==> src/vau_pkg.sv <==
// ----------------------------------------------------------------------------
// vau_pkg: shared definitions of the vector arithmetic unit
// Request codes, lane operation codes, widths and pipeline latencies.
// ----------------------------------------------------------------------------
package vau_pkg;

  localparam int FRAC_BITS_DEF = 16;
  localparam int DATA_W        = 32;
  localparam int LANES         = 3;
  localparam int RAD_W         = 2 * DATA_W;
  localparam int DIV_STEPS     = DATA_W;

  localparam int LANE_LAT = 2;
  localparam int SUM_LAT  = 2;
  localparam int SQRT_LAT = DATA_W;
  localparam int DIV_LAT  = DIV_STEPS + 2;

  localparam int SQ_AT  = LANE_LAT + SUM_LAT + SQRT_LAT - 1;
  localparam int DIV_AT = SQ_AT + DIV_LAT;
  localparam int REC_N  = DIV_AT + 1;

  typedef enum logic [3:0] {
    REQ_VADD = 4'd0,
    REQ_VSUB = 4'd1,
    REQ_VMUL = 4'd2,
    REQ_VDIV = 4'd3,
    REQ_SADD = 4'd4,
    REQ_SSUB = 4'd5,
    REQ_SMUL = 4'd6,
    REQ_SDIV = 4'd7,
    REQ_EQ   = 4'd8,
    REQ_NE   = 4'd9,
    REQ_MAG  = 4'd10,
    REQ_NORM = 4'd11
  } req_t;

  typedef enum logic [1:0] {
    LOP_ADD,
    LOP_SUB,
    LOP_MUL
  } lane_op_t;

  typedef struct packed {
    logic sat;
    logic dz;
  } div_flags_t;

endpackage

==> src/vau_sqrt.sv <==
// ----------------------------------------------------------------------------
// vau_sqrt: pipelined integer square root
// Floor square root of a 64-bit radicand, one result bit per stage.
// ----------------------------------------------------------------------------
module vau_sqrt
  import vau_pkg::*;
(
  input  logic              clk,
  input  logic [RAD_W-1:0]  rad,
  output logic [DATA_W-1:0] root
);

  localparam int REM_W = DATA_W + 3;

  logic [RAD_W-1:0]  n_r    [SQRT_LAT];
  logic [REM_W-1:0]  rem_r  [SQRT_LAT];
  logic [DATA_W-1:0] root_r [SQRT_LAT];

  for (genvar j = 0; j < SQRT_LAT; j++) begin : g_step
    logic [RAD_W-1:0]  n_in;
    logic [REM_W-1:0]  rem_in;
    logic [DATA_W-1:0] root_in;
    logic [REM_W-1:0]  rem_sh;
    logic [REM_W-1:0]  trial;
    logic [REM_W-1:0]  rem_nxt;
    logic [DATA_W-1:0] root_nxt;

    if (j == 0) begin : g_first
      assign n_in    = rad;
      assign rem_in  = '0;
      assign root_in = '0;
    end else begin : g_next
      assign n_in    = n_r[j-1];
      assign rem_in  = rem_r[j-1];
      assign root_in = root_r[j-1];
    end

    always_comb begin
      rem_sh = {rem_in[REM_W-3:0], n_in[RAD_W-1 -: 2]};
      trial  = {1'b0, root_in, 2'b01};
      if (rem_sh >= trial) begin
        rem_nxt  = rem_sh - trial;
        root_nxt = {root_in[DATA_W-2:0], 1'b1};
      end else begin
        rem_nxt  = rem_sh;
        root_nxt = {root_in[DATA_W-2:0], 1'b0};
      end
    end

    always_ff @(posedge clk) begin
      n_r[j]    <= n_in << 2;
      rem_r[j]  <= rem_nxt;
      root_r[j] <= root_nxt;
    end
  end

  assign root = root_r[SQRT_LAT-1];

endmodule

==> config.mk <==
export PLATFORM = sky130hd
export DESIGN_NAME = vau_sqrt
export DESIGN_NICKNAME = d
export VERILOG_FILES = /design/src/vau_pkg.sv /design/src/vau_sqrt.sv
export SDC_FILE = /design/constraint.sdc
export NUM_CORES = 2
export LEC_CHECK = 0
export BUFFER_PORTS_ARGS = -buffer_cell sky130_fd_sc_hd__buf_2
export CAP_MARGIN = 10
export CORE_MARGIN = 4
export CORE_UTILIZATION = 43
export DETAILED_ROUTE_END_ITERATION = 7
export GPL_ROUTABILITY_DRIVEN = 0
export GPL_TIMING_DRIVEN = 0
export PLACE_DENSITY_LB_ADDON = 0.3
export SYNTH_ARGS = -nofsm -noshare
export SYNTH_HDL_FRONTEND = slang
export SYNTH_MEMORY_MAX_BITS = 65536
export SYNTH_SLANG_ARGS = --single-unit
==> constraint.sdc <==
create_clock -name clk -period 3.7 [get_ports clk]
set_input_delay 0.185 -clock clk [delete_from_list [all_inputs] [get_ports clk]]
set_output_delay 0.185 -clock clk [all_outputs]
set_load 0.05 [all_outputs]
==> flow_summary.ini <==
[sta]
post-route-worst-setup-slack_ps = 152.7
hold_violations = 0
maxSlewHeadroom_pct = 30.88
clock.fmax_ghz = 0.2819
min_period_ps = 3547
fin_crit_sh_pct = 95.87
clock_skew_ps = 60.43
holdWs_ps = 86.78
rsz0062_at_grt = no
slew_violations = 0
final-setup-viol-count = 0
worst_slew_pin_slew_ps = 1023

[final_layout]
area_growth_pct = 16.29
num-nets-final = 10187
fin_util_pct = 50.27
drive_gt1_share_pct = 8.225
stdcell_area_um2 = 106500

[worst_setup_path]
reg2reg_slack_ps = 150
critPathKind = reg2reg
endpoint_kind = flip-flop
startpoint = root_r[1][42]
timing.rr.start = root_r[1][42]
crit_fanout = 10
crit_family = compound AO/OA/AOI/OAI gates
cp_common_cell = and3_1
reg2reg_depth = 11
path_buf_inv = 3
required_ps = 4420
reg2reg_to = rem_r[1][82]
crit_arrival_ps = 4260
slowest_stage = o21ai_2
critical_path.cell_chain = inv_1 -> ha_1 -> and3_1 -> and3_1 -> o211ai_1 -> nand3_1 -> a31oi_1 -> o21ai_2 -> clkbuf_2 -> buf_1 -> a21oi_1
max_stage_delay_ps = 470
critPathLaunchType = flip-flop

[synthesis]
syn_nets = 9674
syn-instance-count = 9048
yosys.area_share.simple_pct = 12.76
synth_most_common_cell = dfxtp_1
ys_ff_latch = 2494
synthTopCellsByArea = dfxtp_1, ha_1, xor2_1
synth_edf_count = 0
synth_commonest_cells = dfxtp_1, inv_1, nand2_1, ha_1, o21ai_0
synth_compound_area_share_pct = 12.27
synth_largest_area_cell = dfxtp_1
synth_xor_area_share_pct = 7.450
synth_top_area_share_pct = 54.51
ys_types = 93
synthFlopType = dfxtp_1
synth-seq-area-share_pct = 54.51
yosys_warnings = 0
synth_area_um2 = 91590
async_flop_share_pct = 0
synth_top_family_by_area = simple AND/OR/NAND/NOR gates
synthAdderAreaFrac_pct = 7.664
synthMuxAreaShare_pct = 1.589
syn_area_per_cell_um2 = 10.12

[clocking]
clock_path_buffers = 4
cts-root-buf = clkbuf_16
htreeDepth = 5
tritoncts = yes
numCtsBuffers = 282
clk_pin_slew_ps = 60
cts.sinks = 2494
clk_latency_ps = 910

[status]
status = completed

[route]
drtPass1Iterations = 6
wl_met1_mm = 84.65
routed_wl_mm = 197.6
wl_met3_mm = 9.582
drc = 0
drtAntennaViolNets = 0
highest_layer = met5
routedWlPerCell_um = 15.71
post_drt_via_cell_ratio = 5.116
dr_wl_met2_mm = 95.56
drt-initial-drc-count = 3932
vias = 64342

[floorplan]
rows = 169
coreArea_um2 = 211900
initial_utilization_pct = 43.23
die_h_um = 469.5
die-area_um2 = 220400
num_io_pins = 97
die_w_um = 469.5

[placement]
place_area_um2 = 95600
io_buffer_count = 96
dp_slack_ps = -562.2
dp_hpwl_mm = 147.7

[power_and_ir_drop]
vdd_ir_drop_max_mv = 0.5603
cellLeakagePower_nw = 49.72
fin_total_pwr_mw = 74.40
p_per_area_nw_per_um2 = 698.5

[global_routing]
grt_usage_pct = 17.33
grt_overflow_total = 0
grt_max_degree = 17
antenna_found_initial = 4
grt_pass1_vias = 62782
grt_pass1_wl_mm = 317.7

[flow_run]
drv_cap = 0

[min_path]
whs_path_depth = 3
whs_endpoint = rem_r[0][1]
holdCritStartpoint = rad[63]
hp-class = in2reg
-- metal layers --
layer	global-route usage (%)	up-vias
met2	30.20	1630
li1	-	32086
met4	7.519	2
met5	0	-
met1	21.07	30105
met3	2.822	519
-- repair_timing --
action	in CTS	in global routing
endpoints found under the hold margin	65	0
setup buffers	2	7
gates resized for setup	45	78
pin swaps	0	5
endpoints found under the setup margin	262	386
hold buffers	130	0
-- report_power, final --
group	switching (mW)	internal (mW)	leakage, nW
clock network	10.4	16.9	4.51
logic	6.96	5.51	24.3
registers	3.30	31.3	20.9
-- tightest hold or removal path: stages --
cell           delay [ps]
dlygate4sd3_1         530
buf_2                 110
and2_1                120
-- worst max-delay path by stage --
stage	endpoint	slack, ps	cells past startpoint
after floorplan	rem_r[1][411]	580	13
after global placement	rem_r[1][302]	-550	12
after detailed placement	rem_r[1][483]	-560	13
after CTS	rem_r[1][338]	2	11
after global routing	rem_r[0][532]	1	9
final	rem_r[1][82]	150	11
-- cell usage in the layout, fill, tap and decap left out, drive strengths merged, types with 101 or more instances in the layout --
master,count
nor2,489
nand2,663
dfxtp,2494
a21oi,511
o21ai,544
nor4,120
mux2,115
xor2,398
nor3,234
nand4,105
nand3,148
ha,561
clkbuf,542
buf,123
a21o,238
xnor2,381
dlygate4sd3,130
inv,746
nand2b,101
-- sequential cells by signal (all words and copies together), names as in the netlist --
register	flops
root_r	528
rem_r	974
n_r	992
-- cells by family after synthesis --
| logic type | count (synthesis) |
|---|---|
| AO/OA/AOI/OAI | 1824 |
| other | 1 |
| flip-flops | 2494 |
| adder cells (fa/ha/maj) | 561 |
| multiplexers | 131 |
| buffers and inverters | 909 |
| XOR/XNOR | 779 |
| AND/OR/NAND/NOR | 2349 |
-- layout make-up --
type                            instances  area [um^2]
Clock inverter                         80         1086
Multi-Input combinational cell       5645        38490
Inverter                              737         2771
Buffer                                166        713.2
Fill cell                           18972       105400
Antenna cell                            5        12.51
Tap cell                             2821         3530
Clock buffer                          394         8127
Sequential cell                      2494        49930
Timing Repair Buffer                  235         1849
-- through the flow --
stage | std cells | TNS (ps)
after floorplan | 9048 | 0
after detailed placement | 11965 | -54990
after global routing | 12577 | 0
final | 12577 | 0
after global placement | 11965 | -47870
after CTS | 12568 | 0
No activity file was read; power rests on OpenSTA's default activity.
