$ cat src/vau_pkg.sv
// ----------------------------------------------------------------------------
// vau_pkg: shared definitions of the vector arithmetic unit
// Request codes, lane operation codes, widths and pipeline latencies.
// ----------------------------------------------------------------------------
package vau_pkg;

  localparam int FRAC_BITS_DEF = 16;
  localparam int DATA_W        = 32;
  localparam int LANES         = 3;
  localparam int RAD_W         = 2 * DATA_W;
  localparam int DIV_STEPS     = DATA_W;

  localparam int LANE_LAT = 2;
  localparam int SUM_LAT  = 2;
  localparam int SQRT_LAT = DATA_W;
  localparam int DIV_LAT  = DIV_STEPS + 2;

  localparam int SQ_AT  = LANE_LAT + SUM_LAT + SQRT_LAT - 1;
  localparam int DIV_AT = SQ_AT + DIV_LAT;
  localparam int REC_N  = DIV_AT + 1;

  typedef enum logic [3:0] {
    REQ_VADD = 4'd0,
    REQ_VSUB = 4'd1,
    REQ_VMUL = 4'd2,
    REQ_VDIV = 4'd3,
    REQ_SADD = 4'd4,
    REQ_SSUB = 4'd5,
    REQ_SMUL = 4'd6,
    REQ_SDIV = 4'd7,
    REQ_EQ   = 4'd8,
    REQ_NE   = 4'd9,
    REQ_MAG  = 4'd10,
    REQ_NORM = 4'd11
  } req_t;

  typedef enum logic [1:0] {
    LOP_ADD,
    LOP_SUB,
    LOP_MUL
  } lane_op_t;

  typedef struct packed {
    logic sat;
    logic dz;
  } div_flags_t;

endpackage

$ cat src/vau_lane.sv
// ----------------------------------------------------------------------------
// vau_lane: one component lane
// Saturating add, subtract and fixed-point multiply of one vector component.
// The raw product is also passed on for the sum of squares.
// ----------------------------------------------------------------------------
module vau_lane
  import vau_pkg::*;
#(
  parameter int FRAC_BITS = FRAC_BITS_DEF
) (
  input  logic                       clk,
  input  lane_op_t                   kind,
  input  logic signed [DATA_W-1:0]   a,
  input  logic signed [DATA_W-1:0]   opnd,
  output logic signed [DATA_W-1:0]   res,
  output logic                       sat,
  output logic        [2*DATA_W-1:0] prod
);

  localparam logic [DATA_W-1:0] MAXV = {1'b0, {(DATA_W-1){1'b1}}};
  localparam logic [DATA_W-1:0] MINV = {1'b1, {(DATA_W-1){1'b0}}};

  lane_op_t                   kind_r;
  logic        [DATA_W:0]     add_r;
  logic signed [2*DATA_W-1:0] mul_r;
  logic signed [2*DATA_W-1:0] shifted;
  logic                       mul_ovf;
  logic                       add_ovf;
  logic        [DATA_W-1:0]   res_nxt;
  logic                       sat_nxt;
  logic        [DATA_W-1:0]   res_r;
  logic                       sat_r;
  logic        [2*DATA_W-1:0] prod_r;

  always_ff @(posedge clk) begin
    kind_r <= kind;
    if (kind == LOP_SUB) begin
      add_r <= {a[DATA_W-1], a} - {opnd[DATA_W-1], opnd};
    end else begin
      add_r <= {a[DATA_W-1], a} + {opnd[DATA_W-1], opnd};
    end
    mul_r <= (2*DATA_W)'(a) * (2*DATA_W)'(opnd);
  end

  always_comb begin
    shifted = mul_r >>> FRAC_BITS;
    mul_ovf = !((&shifted[2*DATA_W-1:DATA_W-1]) || (~|shifted[2*DATA_W-1:DATA_W-1]));
    add_ovf = add_r[DATA_W] ^ add_r[DATA_W-1];
    if (kind_r == LOP_MUL) begin
      sat_nxt = mul_ovf;
      res_nxt = mul_ovf ? (shifted[2*DATA_W-1] ? MINV : MAXV) : shifted[DATA_W-1:0];
    end else begin
      sat_nxt = add_ovf;
      res_nxt = add_ovf ? (add_r[DATA_W] ? MINV : MAXV) : add_r[DATA_W-1:0];
    end
  end

  always_ff @(posedge clk) begin
    res_r  <= res_nxt;
    sat_r  <= sat_nxt;
    prod_r <= mul_r;
  end

  assign res  = res_r;
  assign sat  = sat_r;
  assign prod = prod_r;

endmodule

$ cat config.mk
export PLATFORM = sky130hd
export DESIGN_NAME = vau_lane
export DESIGN_NICKNAME = d
export VERILOG_FILES = /design/src/vau_pkg.sv /design/src/vau_lane.sv
export SDC_FILE = /design/constraint.sdc
export NUM_CORES = 2
export LEC_CHECK = 0
export BUFFER_PORTS_ARGS = -buffer_cell sky130_fd_sc_hd__buf_4
export CAP_MARGIN = 20
export CORE_MARGIN = 8
export CORE_UTILIZATION = 34
export CTS_BUF_LIST = sky130_fd_sc_hd__clkbuf_8
export CTS_CLUSTER_SIZE = 40
export DETAILED_ROUTE_END_ITERATION = 16
export PLACE_DENSITY = 0.48
export RECOVER_POWER = 50
export SETUP_SLACK_MARGIN = 0.05
export SLEW_MARGIN = 20
export SYNTH_ARGS = -nofsm -noshare
export SYNTH_HDL_FRONTEND = slang
export SYNTH_SLANG_ARGS = --single-unit
$ cat constraint.sdc
create_clock -name clk -period 9.5 [get_ports clk]
set_input_delay 0 -clock clk [delete_from_list [all_inputs] [get_ports clk]]
set_output_delay 0 -clock clk [all_outputs]
set_load 0.05 [all_outputs]
==> results.cfg <==
[outcome]
status = complete, no violations

[clock_network]
cts_buffers = 25
clk_pin_slew_ns = 0.09
cts_sinks = 196
post_cts_buffers = 0
max-clock-path-buffers = 3
root_buffer = clkbuf_8
cts_tree = done
cts_hold_buf = 4
ctsHtreeMaxLevel = 4
worstSkewPairLatency_ns = 0.54
cts-resized-gates = 0

[min_path]
hold_class = input port to flop

[drt]
drt_iter0_drc = 1495
antenna_left = 0
wl_per_cell_um = 20.5
drc_errors = 0
totalWireLength_um = 126000
vias = 29400
firstDrtPassIters = 6
viasPerCell = 4.80

[synthesis]
yosys.area.top_type = fa_1
async_flop_share = 0
synthesis.nets = 5887
synth_area_per_cell_um2 = 9.49
synth.area.top_cells = fa_1, dfxtp_1, inv_1, and2_1, ha_1
synth_top_area_frac = 0.506
ys_seq_area_frac = 0.0915
synth_ff_type = dfxtp_1
synth-edff-count = 0
synth-seq-cells = 196
netlist_top_cells_count = fa_1, inv_1, nand2_1, and2_1, clkbuf_1
synth_cell_types = 56
ys.warnings.count = 0
synthesis.area_um2 = 42900
syn_inst = 4517
yosysMostFrequentCell = fa_1

[sta]
drv_slew = 0
setup_viol_count_final = 0
fin_crit_ns = 7.95
rsz0062_at_grt = false
worst_pin_slew_ns = 0.678
fin_ws_ns = 1.55
timing.slew.headroom = 0.537
hold_viol = 0
finalCritPeriodShare = 0.837
finalSetupTns_ns = 0
fmax_mhz = 126
clock_skew_ns = 0.0255

[critical_path]
crit_top_cell = fa_1
cp.required_ns = 9.95
startpoint_type = input port
cpMaxStageDelayCell = a2111oi_2
cp.arrival_ns = 8.41
path_class = input port to flop
cpPeakStageDelay_ns = 0.64
crit_chain = dlygate4sd3_1, clkbuf_1, inv_1, nand2_1, fa_1, fa_1, inv_1, fa_1, fa_1, fa_1, fa_1, fa_1, fa_1, ha_1, a21o_1, a21o_1, a21o_1, a2111oi_2, o21ai_1, a211oi_2, o21ai_1, a221oi_1, xnor2_1
end_kind = flop
crit_path_max_fanout = 9

[placed_design]
place_area_um2 = 45300
post-place-ws_ns = 1.28
gp_congestion = 0.841
dp_hpwl_um = 100000
dp.cells = 6095
port_buffers = 163

[global_routing]
gr-total-overflow = 0
antenna_found_initial = 14
grt_max_degree = 38
grt_pass1_vias = 33400
grt_pass1_wl_um = 199000
grt_usage = 0.189

[final_layout]
syn_to_final_growth_pct = 6.15
drive_above_1_share = 0.0310
nets = 5846
final_cells = 6135
final_area_um2 = 45500

[floorplan]
die_h_um = 371
initial_utilization = 0.342
die_x_um = 371
core_um2 = 125000
die_area_um2 = 138000
num_rows = 130
io_pins = 164

[flow_run]
maxCapViolCount = 0
==> cell usage in the layout, fill, tap and decap left out, types with 5 or more instances in the layout <==
master	n
clkbuf_8	26
and3_1	10
o21bai_1	19
dfxtp_1	196
inv_1	966
clkbuf_1	78
ha_1	220
nor3b_1	6
nor4_1	12
a211oi_1	7
a21o_1	50
diode_2	5
nor3_1	14
o21ai_0	58
a21oi_1	156
xnor2_1	92
nand2_1	573
nor2_1	85
a221oi_1	5
nand2b_1	19
nand3_1	30
nor2b_1	14
or3_1	9
fa_1	1083
xor2_1	39
o21a_1	17
a31oi_1	9
nand4_1	13
buf_4	98
and2_1	513
==> cell type report <==
type                    instances  area (um^2)
flip-flops and latches        196         3920
clock buffers                  26          358
multi-input cells            3108        34400
clock inverters                 5         48.8
repair buffers                180         1070
inverters                     965         3620
well taps                    1650         2060
diodes                          5         12.5
fillers                     12900        79900
==> final timing paths <==
check | start | end | slack [ns] | cells after the start
max | a[0] | mul_r[62]$_DFF_P_ | 1.55 | 23
min | opnd[0] | add_r[0]$_DFF_P_ | 0.16 | 3
max reg2reg | mul_r[51]$_DFF_P_ | res[6]$_DFF_P_ | 6.99 | 8
min reg2reg | mul_r[4]$_DFF_P_ | prod[4]$_DFF_P_ | 0.34 | 0
==> per-layer routing <==
| metal | routed length, um | track usage | part of all wire | up-vias |
|---|---|---|---|---|
| met5 | 25 | 0 | 0.00020 | - |
| met4 | 4330 | 0.0544 | 0.034 | 4 |
| met3 | 5850 | 0.0287 | 0.046 | 168 |
| met2 | 62300 | 0.331 | 0.49 | 650 |
| met1 | 53400 | 0.241 | 0.42 | 15500 |
| li1 | - | - | - | 13100 |
==> cells by family (layout without fill, tap and decap cells) <==
group,count (synthesis),after routing,share of synthesized area
AND/OR/NAND/NOR,1306,1306,0.152
XOR/XNOR,131,131,0.0268
adder cells (fa/ha/maj),1303,1303,0.570
buffers and inverters,1213,1176,0.106
flip-flops,196,196,0.0915
AO/OA/AOI/OAI,366,366,0.0532
multiplexers,2,2,0.000467
other,0,5,0
==> flip-flops by register name, summed over array words and instances, names as in the netlist <==
register and count:
res 32, prod 64, sat 1, add_r 33, mul_r 64, kind_r 2
==> stage by stage <==
stage / utilization / hold WS, ns
2_1_floorplan: - / 0.0277
3_3_place_gp: 0.361 / 0.129
3_5_place_dp: 0.361 / 0.131
4_1_cts: 0.365 / 0.0625
5_1_grt: 0.363 / 0.141
6_report: 0.363 / 0.156
==> critical path, delay by kind of cell <==
family | cells | cell delay (ns)
fa+ha+maj | 9 | 4.29
compound gates | 8 | 2.43
buf+inv | 4 | 1.16
simple gates | 1 | 0.36
xor+xnor | 1 | 0.16
Power is left out: the tool's default activity adds up to more than one toggle a clock period on the data nets, which glitch-free logic cannot reach.
