`config.mk`:
```
export PLATFORM = sky130hd
export DESIGN_NAME = vau_div
export DESIGN_NICKNAME = d
export VERILOG_FILES = /design/src/vau_pkg.sv /design/src/vau_div.sv
export SDC_FILE = /design/constraint.sdc
export NUM_CORES = 2
export LEC_CHECK = 0
export CAP_MARGIN = 15
export CORE_MARGIN = 8
export CORE_UTILIZATION = 40
export DETAILED_ROUTE_END_ITERATION = 16
export DONT_BUFFER_PORTS = 1
export PLACE_DENSITY = 0.5
export SKIP_LAST_GASP = 1
export SLEW_MARGIN = 30
export SYNTH_ARGS = -nofsm -noshare
export SYNTH_HDL_FRONTEND = slang
export SYNTH_MEMORY_MAX_BITS = 65536
export SYNTH_SLANG_ARGS = --single-unit
```
`constraint.sdc`:
```
create_clock -name clk -period 11.8 [get_ports clk]
set_input_delay 1.18 -clock clk [delete_from_list [all_inputs] [get_ports clk]]
set_output_delay 1.18 -clock clk [all_outputs]
set_load 0.1 [all_outputs]
```
`src/vau_pkg.sv`:
```
// ----------------------------------------------------------------------------
// vau_pkg: shared definitions of the vector arithmetic unit
// Request codes, lane operation codes, widths and pipeline latencies.
// ----------------------------------------------------------------------------
package vau_pkg;

  localparam int FRAC_BITS_DEF = 16;
  localparam int DATA_W        = 32;
  localparam int LANES         = 3;
  localparam int RAD_W         = 2 * DATA_W;
  localparam int DIV_STEPS     = DATA_W;

  localparam int LANE_LAT = 2;
  localparam int SUM_LAT  = 2;
  localparam int SQRT_LAT = DATA_W;
  localparam int DIV_LAT  = DIV_STEPS + 2;

  localparam int SQ_AT  = LANE_LAT + SUM_LAT + SQRT_LAT - 1;
  localparam int DIV_AT = SQ_AT + DIV_LAT;
  localparam int REC_N  = DIV_AT + 1;

  typedef enum logic [3:0] {
    REQ_VADD = 4'd0,
    REQ_VSUB = 4'd1,
    REQ_VMUL = 4'd2,
    REQ_VDIV = 4'd3,
    REQ_SADD = 4'd4,
    REQ_SSUB = 4'd5,
    REQ_SMUL = 4'd6,
    REQ_SDIV = 4'd7,
    REQ_EQ   = 4'd8,
    REQ_NE   = 4'd9,
    REQ_MAG  = 4'd10,
    REQ_NORM = 4'd11
  } req_t;

  typedef enum logic [1:0] {
    LOP_ADD,
    LOP_SUB,
    LOP_MUL
  } lane_op_t;

  typedef struct packed {
    logic sat;
    logic dz;
  } div_flags_t;

endpackage

```
`src/vau_div.sv`:
```
// ----------------------------------------------------------------------------
// vau_div: pipelined fixed-point divider
// Signed (num * 2^FRAC_BITS) / den truncated toward zero and saturated to
// 32 bits, one quotient bit per stage. A zero divisor gives zero.
// ----------------------------------------------------------------------------
module vau_div
  import vau_pkg::*;
#(
  parameter int FRAC_BITS = FRAC_BITS_DEF
) (
  input  logic                     clk,
  input  logic signed [DATA_W-1:0] num,
  input  logic        [DATA_W-1:0] den_mag,
  input  logic                     den_neg,
  output logic signed [DATA_W-1:0] quo,
  output div_flags_t               flags
);

  localparam logic [DATA_W-1:0] MAXV = {1'b0, {(DATA_W-1){1'b1}}};
  localparam logic [DATA_W-1:0] MINV = {1'b1, {(DATA_W-1){1'b0}}};

  logic [DATA_W-1:0] num_mag;
  logic [RAD_W-1:0]  nm;
  logic [RAD_W-1:0]  nm0_r;
  logic [DATA_W-1:0] den0_r;
  logic              neg0_r;
  logic              ovf0_r;
  logic              dz0_r;

  logic [DATA_W:0]   rem_r [DIV_STEPS];
  logic [DATA_W-1:0] low_r [DIV_STEPS];
  logic [DATA_W-1:0] q_r   [DIV_STEPS];
  logic [DATA_W-1:0] den_r [DIV_STEPS];
  logic              neg_r [DIV_STEPS];
  logic              ovf_r [DIV_STEPS];
  logic              dz_r  [DIV_STEPS];

  logic [DATA_W-1:0] qm;
  logic              over;
  logic [DATA_W-1:0] quo_nxt;
  div_flags_t        flags_nxt;
  logic [DATA_W-1:0] quo_r;
  div_flags_t        flags_r;

  always_comb begin
    num_mag = num[DATA_W-1] ? -num : num;
    nm      = {{DATA_W{1'b0}}, num_mag} << FRAC_BITS;
  end

  always_ff @(posedge clk) begin
    nm0_r  <= nm;
    den0_r <= den_mag;
    neg0_r <= num[DATA_W-1] ^ den_neg;
    ovf0_r <= nm >= {den_mag, {DATA_W{1'b0}}};
    dz0_r  <= den_mag == '0;
  end

  for (genvar k = 0; k < DIV_STEPS; k++) begin : g_step
    logic [DATA_W:0]   rem_in;
    logic [DATA_W-1:0] low_in;
    logic [DATA_W-1:0] q_in;
    logic [DATA_W-1:0] den_in;
    logic              neg_in;
    logic              ovf_in;
    logic              dz_in;
    logic [DATA_W:0]   rem_sh;
    logic [DATA_W:0]   rem_nxt;
    logic [DATA_W-1:0] q_nxt;

    if (k == 0) begin : g_first
      assign rem_in = {1'b0, nm0_r[RAD_W-1:DATA_W]};
      assign low_in = nm0_r[DATA_W-1:0];
      assign q_in   = '0;
      assign den_in = den0_r;
      assign neg_in = neg0_r;
      assign ovf_in = ovf0_r;
      assign dz_in  = dz0_r;
    end else begin : g_next
      assign rem_in = rem_r[k-1];
      assign low_in = low_r[k-1];
      assign q_in   = q_r[k-1];
      assign den_in = den_r[k-1];
      assign neg_in = neg_r[k-1];
      assign ovf_in = ovf_r[k-1];
      assign dz_in  = dz_r[k-1];
    end

    always_comb begin
      rem_sh = {rem_in[DATA_W-1:0], low_in[DATA_W-1]};
      if (rem_sh >= {1'b0, den_in}) begin
        rem_nxt = rem_sh - {1'b0, den_in};
        q_nxt   = {q_in[DATA_W-2:0], 1'b1};
      end else begin
        rem_nxt = rem_sh;
        q_nxt   = {q_in[DATA_W-2:0], 1'b0};
      end
    end

    always_ff @(posedge clk) begin
      rem_r[k] <= rem_nxt;
      low_r[k] <= low_in << 1;
      q_r[k]   <= q_nxt;
      den_r[k] <= den_in;
      neg_r[k] <= neg_in;
      ovf_r[k] <= ovf_in;
      dz_r[k]  <= dz_in;
    end
  end

  always_comb begin
    qm   = q_r[DIV_STEPS-1];
    over = ovf_r[DIV_STEPS-1] ||
           (neg_r[DIV_STEPS-1] ? (qm > MINV) : qm[DATA_W-1]);
    flags_nxt.dz  = dz_r[DIV_STEPS-1];
    flags_nxt.sat = 1'b0;
    if (dz_r[DIV_STEPS-1]) begin
      quo_nxt = '0;
    end else if (over) begin
      flags_nxt.sat = 1'b1;
      quo_nxt       = neg_r[DIV_STEPS-1] ? MINV : MAXV;
    end else begin
      quo_nxt = neg_r[DIV_STEPS-1] ? -qm : qm;
    end
  end

  always_ff @(posedge clk) begin
    quo_r   <= quo_nxt;
    flags_r <= flags_nxt;
  end

  assign quo   = quo_r;
  assign flags = flags_r;

endmodule

```
==> out/metrics.csv <==
metric;value;unit
status;completed;
grt_antenna_before_repair;21;
die_h;568;um
grt_max_degree;64;
routed_via_density;5.14;
preCtsSetupSlack;4820;ps
grt_util_all_layers;18.6;%
relSlewSlack;35.6;%
drt_pre_antenna_iters;6;
drtIter0Drc;6668;
slowest_delay;540;ps
fp.dieW;568;um
rr_endpoint;rem_r[0][201];
synth-seq-cells;2829;
gp_congestion;0.906;
post_cts_resized;0;
post_cts_buffers;0;
tightest_slew;960;ps
syn-instance-count;12900;
nets;14100;
peakVddDrop;0.000134;V
postCtsHoldBufs;0;
die-area;0.323;mm2
grt_pass1_wl;487;mm
yosysWarnings;0;
p_total;0.0381;W
grt_setup_unrepaired;no;
crit_type;in -> reg;
start_util;40.2;%
r2r_setup_slack;6920;ps
drv_cap;0;
std_cell_rows;202;
power_density;277;mW/mm2
rr_worst_depth;14;
vias;88400;
synth_edf_count;0;
startpoint_type;primary input;
stdcell_area;0.137;mm2
yosys_most_used_dff;dfxtp_1;
grt_pass1_vias;86900;
synth_top_family_by_area;compound AO/OA/AOI/OAI gates;
place_area;0.126;mm2
yosys.area_share.simple;11.2;%
worst_r2r_startpoint;den_r[0][161];
core;0.303;mm2
remaining_drc_errors;0;
hpwl;246;mm
post-route-period-util;51.4;%
synth-compound-area-share;17.0;%
leakagePower;63.1;nW
hold_start;q_r[1][321];
synth-seq-area-share;46.4;%
syn_area_per_cell;9.42;um2
hold_end;q_r[1][354];
yosys.area_share.adder;11.0;%
path_cells;or4_4, or4_4, nor2_2, nand3_1, or4_4, or4_1, or4_4, or4_4, or2_4, o31ai_4, xnor2_1, ha_1, nand4_1, nor2_1, nand4b_1, or4_1, or4_1, or4_1, o22ai_1;
cts_root_buf;clkbuf_16;
num_io_pins;100;
final_common_cell;dfxtp_1;
muxShareOfSynthArea;3.18;%
wl_per_cell;18.1;um
hold_class;reg -> reg;
clkSinkCount;2829;
port-buffer-count;0;
slowest_stage;or4_4;
cp_common_cell;or4_4;
worstSkewPairLatency;900;ps
fin_skew;50.2;ps
cts_max_path_buffers;4;
synth_cell_types;82;
nFillCells;28900;
htree_levels;5;
cp.required;12610;ps
grt.overflow.total;0;
ant_nets;0;
area_growth;12.6;%
async_flop_share;0;%
endpoint_kind;register;
fmax;165;MHz
routed_wl;311;mm
period_minus_slack;6070;ps
path_max_fanout;4;
synth-xor-area-share;6.14;%
setup_viol;0;
fin_tns_setup;0;ps
slew_viol_final;0;
clk_pin_slew;60;ps
arrival;6880;ps
drive_gt1_share;7.54;%
whs_path_depth;0;
holdWs;310;ps
synth_nets;14100;
finalHoldViolCount;0;
tritoncts;yes;
final_cell_mix;dfxtp_1 (2827), inv_1 (1283), ha_1 (1026);
cts_buffers;316;
layout_setup_ws;5730;ps
synth_area;0.122;mm2
layout make-up:
class	count	area, um2	share of cell area [%]
antenna	6	15.0	0.0109
tap	3978	4980	3.62
clock inverter	158	2230	1.62
multi-input combinational	8494	59600	43.4
timing repair buffer	33	248	0.180
clock buffer	414	8800	6.41
inverter	1284	4820	3.51
sequential	2829	56600	41.2
registers in the layout (all words and copies together), names as in the netlist:
signal / flops
low_r: 120
den0_r: 32
flags: 2
quo: 32
g_step.ovf_in: 1
g_step.neg_in: 1
dz_r: 32
nm0_r: 32
ovf_r: 32
rem_r: 992
dz0_r: 1
neg_r: 32
den_r: 992
q_r: 528
metrics by stage:
step | util [%] | instances
2_1_floorplan | - | 12900
3_3_place_gp | 41.7 | 16600
3_5_place_dp | 41.7 | 16600
4_1_cts | 45.3 | 17200
5_1_grt | 45.3 | 17200
6_report | 45.3 | 17200
worst max-delay path: cells and delay by family:
kind,cells,cell delay [ps]
XOR/XNOR,1,120
AO/OA/AOI/OAI,2,280
AND/OR/NAND/NOR,15,4970
adder cells (fa/ha/maj),1,310
routing by layer:
| metal | up-vias | GRT usage, % | part of all wire (%) |
|---|---|---|---|
| met5 | - | 0 | 0.020 |
| met4 | 2 | 4.99 | 2.5 |
| met3 | 449 | 2.97 | 5.3 |
| met2 | 1881 | 30.0 | 45 |
| met1 | 41400 | 25.8 | 48 |
| li1 | 44700 | - | - |
worst max path at each step:
stage                       end  cells after the start  startpoint  slack (ps)
2_1_floorplan  g_step[0].ovf_in                     19      num[5]        5360
3_3_place_gp   g_step[0].ovf_in                     19      num[5]        4730
3_5_place_dp   g_step[0].ovf_in                     19      num[5]        4820
4_1_cts        g_step[0].ovf_in                     19      num[5]        5830
5_1_grt        g_step[0].ovf_in                     19      num[5]        5590
6_report       g_step[0].ovf_in                     19      num[5]        5730
report_power, final:
part	switching, W	internal [W]
Combinational	0.00834	0.00638
Sequential	0.00151	0.0116
Clock	0.00402	0.00617
cells by family after synthesis:
family,count (synthesis)
xor gates and xnor gates,855
and+or+nand+nor,2862
muxes,348
buffers and inverters,1617
adders and majority gates,1057
AOI/OAI and AO/OA,3372
DFF,2829
synthesized netlist by cell type, drive strengths merged (17+ instances only):
cell type | n | area share (%)
nor2b | 175 | 0.90
o41ai | 17 | 0.12
a221o | 17 | 0.14
a21oi | 968 | 4.0
mux2i | 33 | 0.27
xor2 | 386 | 2.8
a41oi | 24 | 0.17
a21o | 496 | 3.1
nand2 | 998 | 3.1
o211ai | 39 | 0.24
a21boi | 32 | 0.20
nand3 | 184 | 0.76
clkbuf | 317 | 0.98
nor2 | 675 | 2.1
o31ai | 61 | 0.39
and2 | 38 | 0.19
mux2 | 315 | 2.9
o21a | 115 | 0.71
a31oi | 135 | 0.69
a211o | 26 | 0.19
nand2b | 166 | 0.85
a221oi | 30 | 0.22
nor4 | 59 | 0.31
nor3b | 35 | 0.22
xnor2 | 469 | 3.4
a311oi | 18 | 0.13
and3 | 77 | 0.40
fa | 31 | 0.51
a31o | 20 | 0.14
nand4 | 190 | 0.97
or3 | 29 | 0.15
and4 | 26 | 0.19
o21bai | 91 | 0.56
o31a | 27 | 0.19
ha | 1026 | 11
inv | 1283 | 3.9
o21ai | 998 | 4.1
a2111oi | 18 | 0.13
nor3 | 96 | 0.39
or2 | 46 | 0.24
dfxtp | 2829 | 46
or4 | 23 | 0.16
o22a | 31 | 0.22
a211oi | 74 | 0.46
Power figures use the tool's default switching activity.
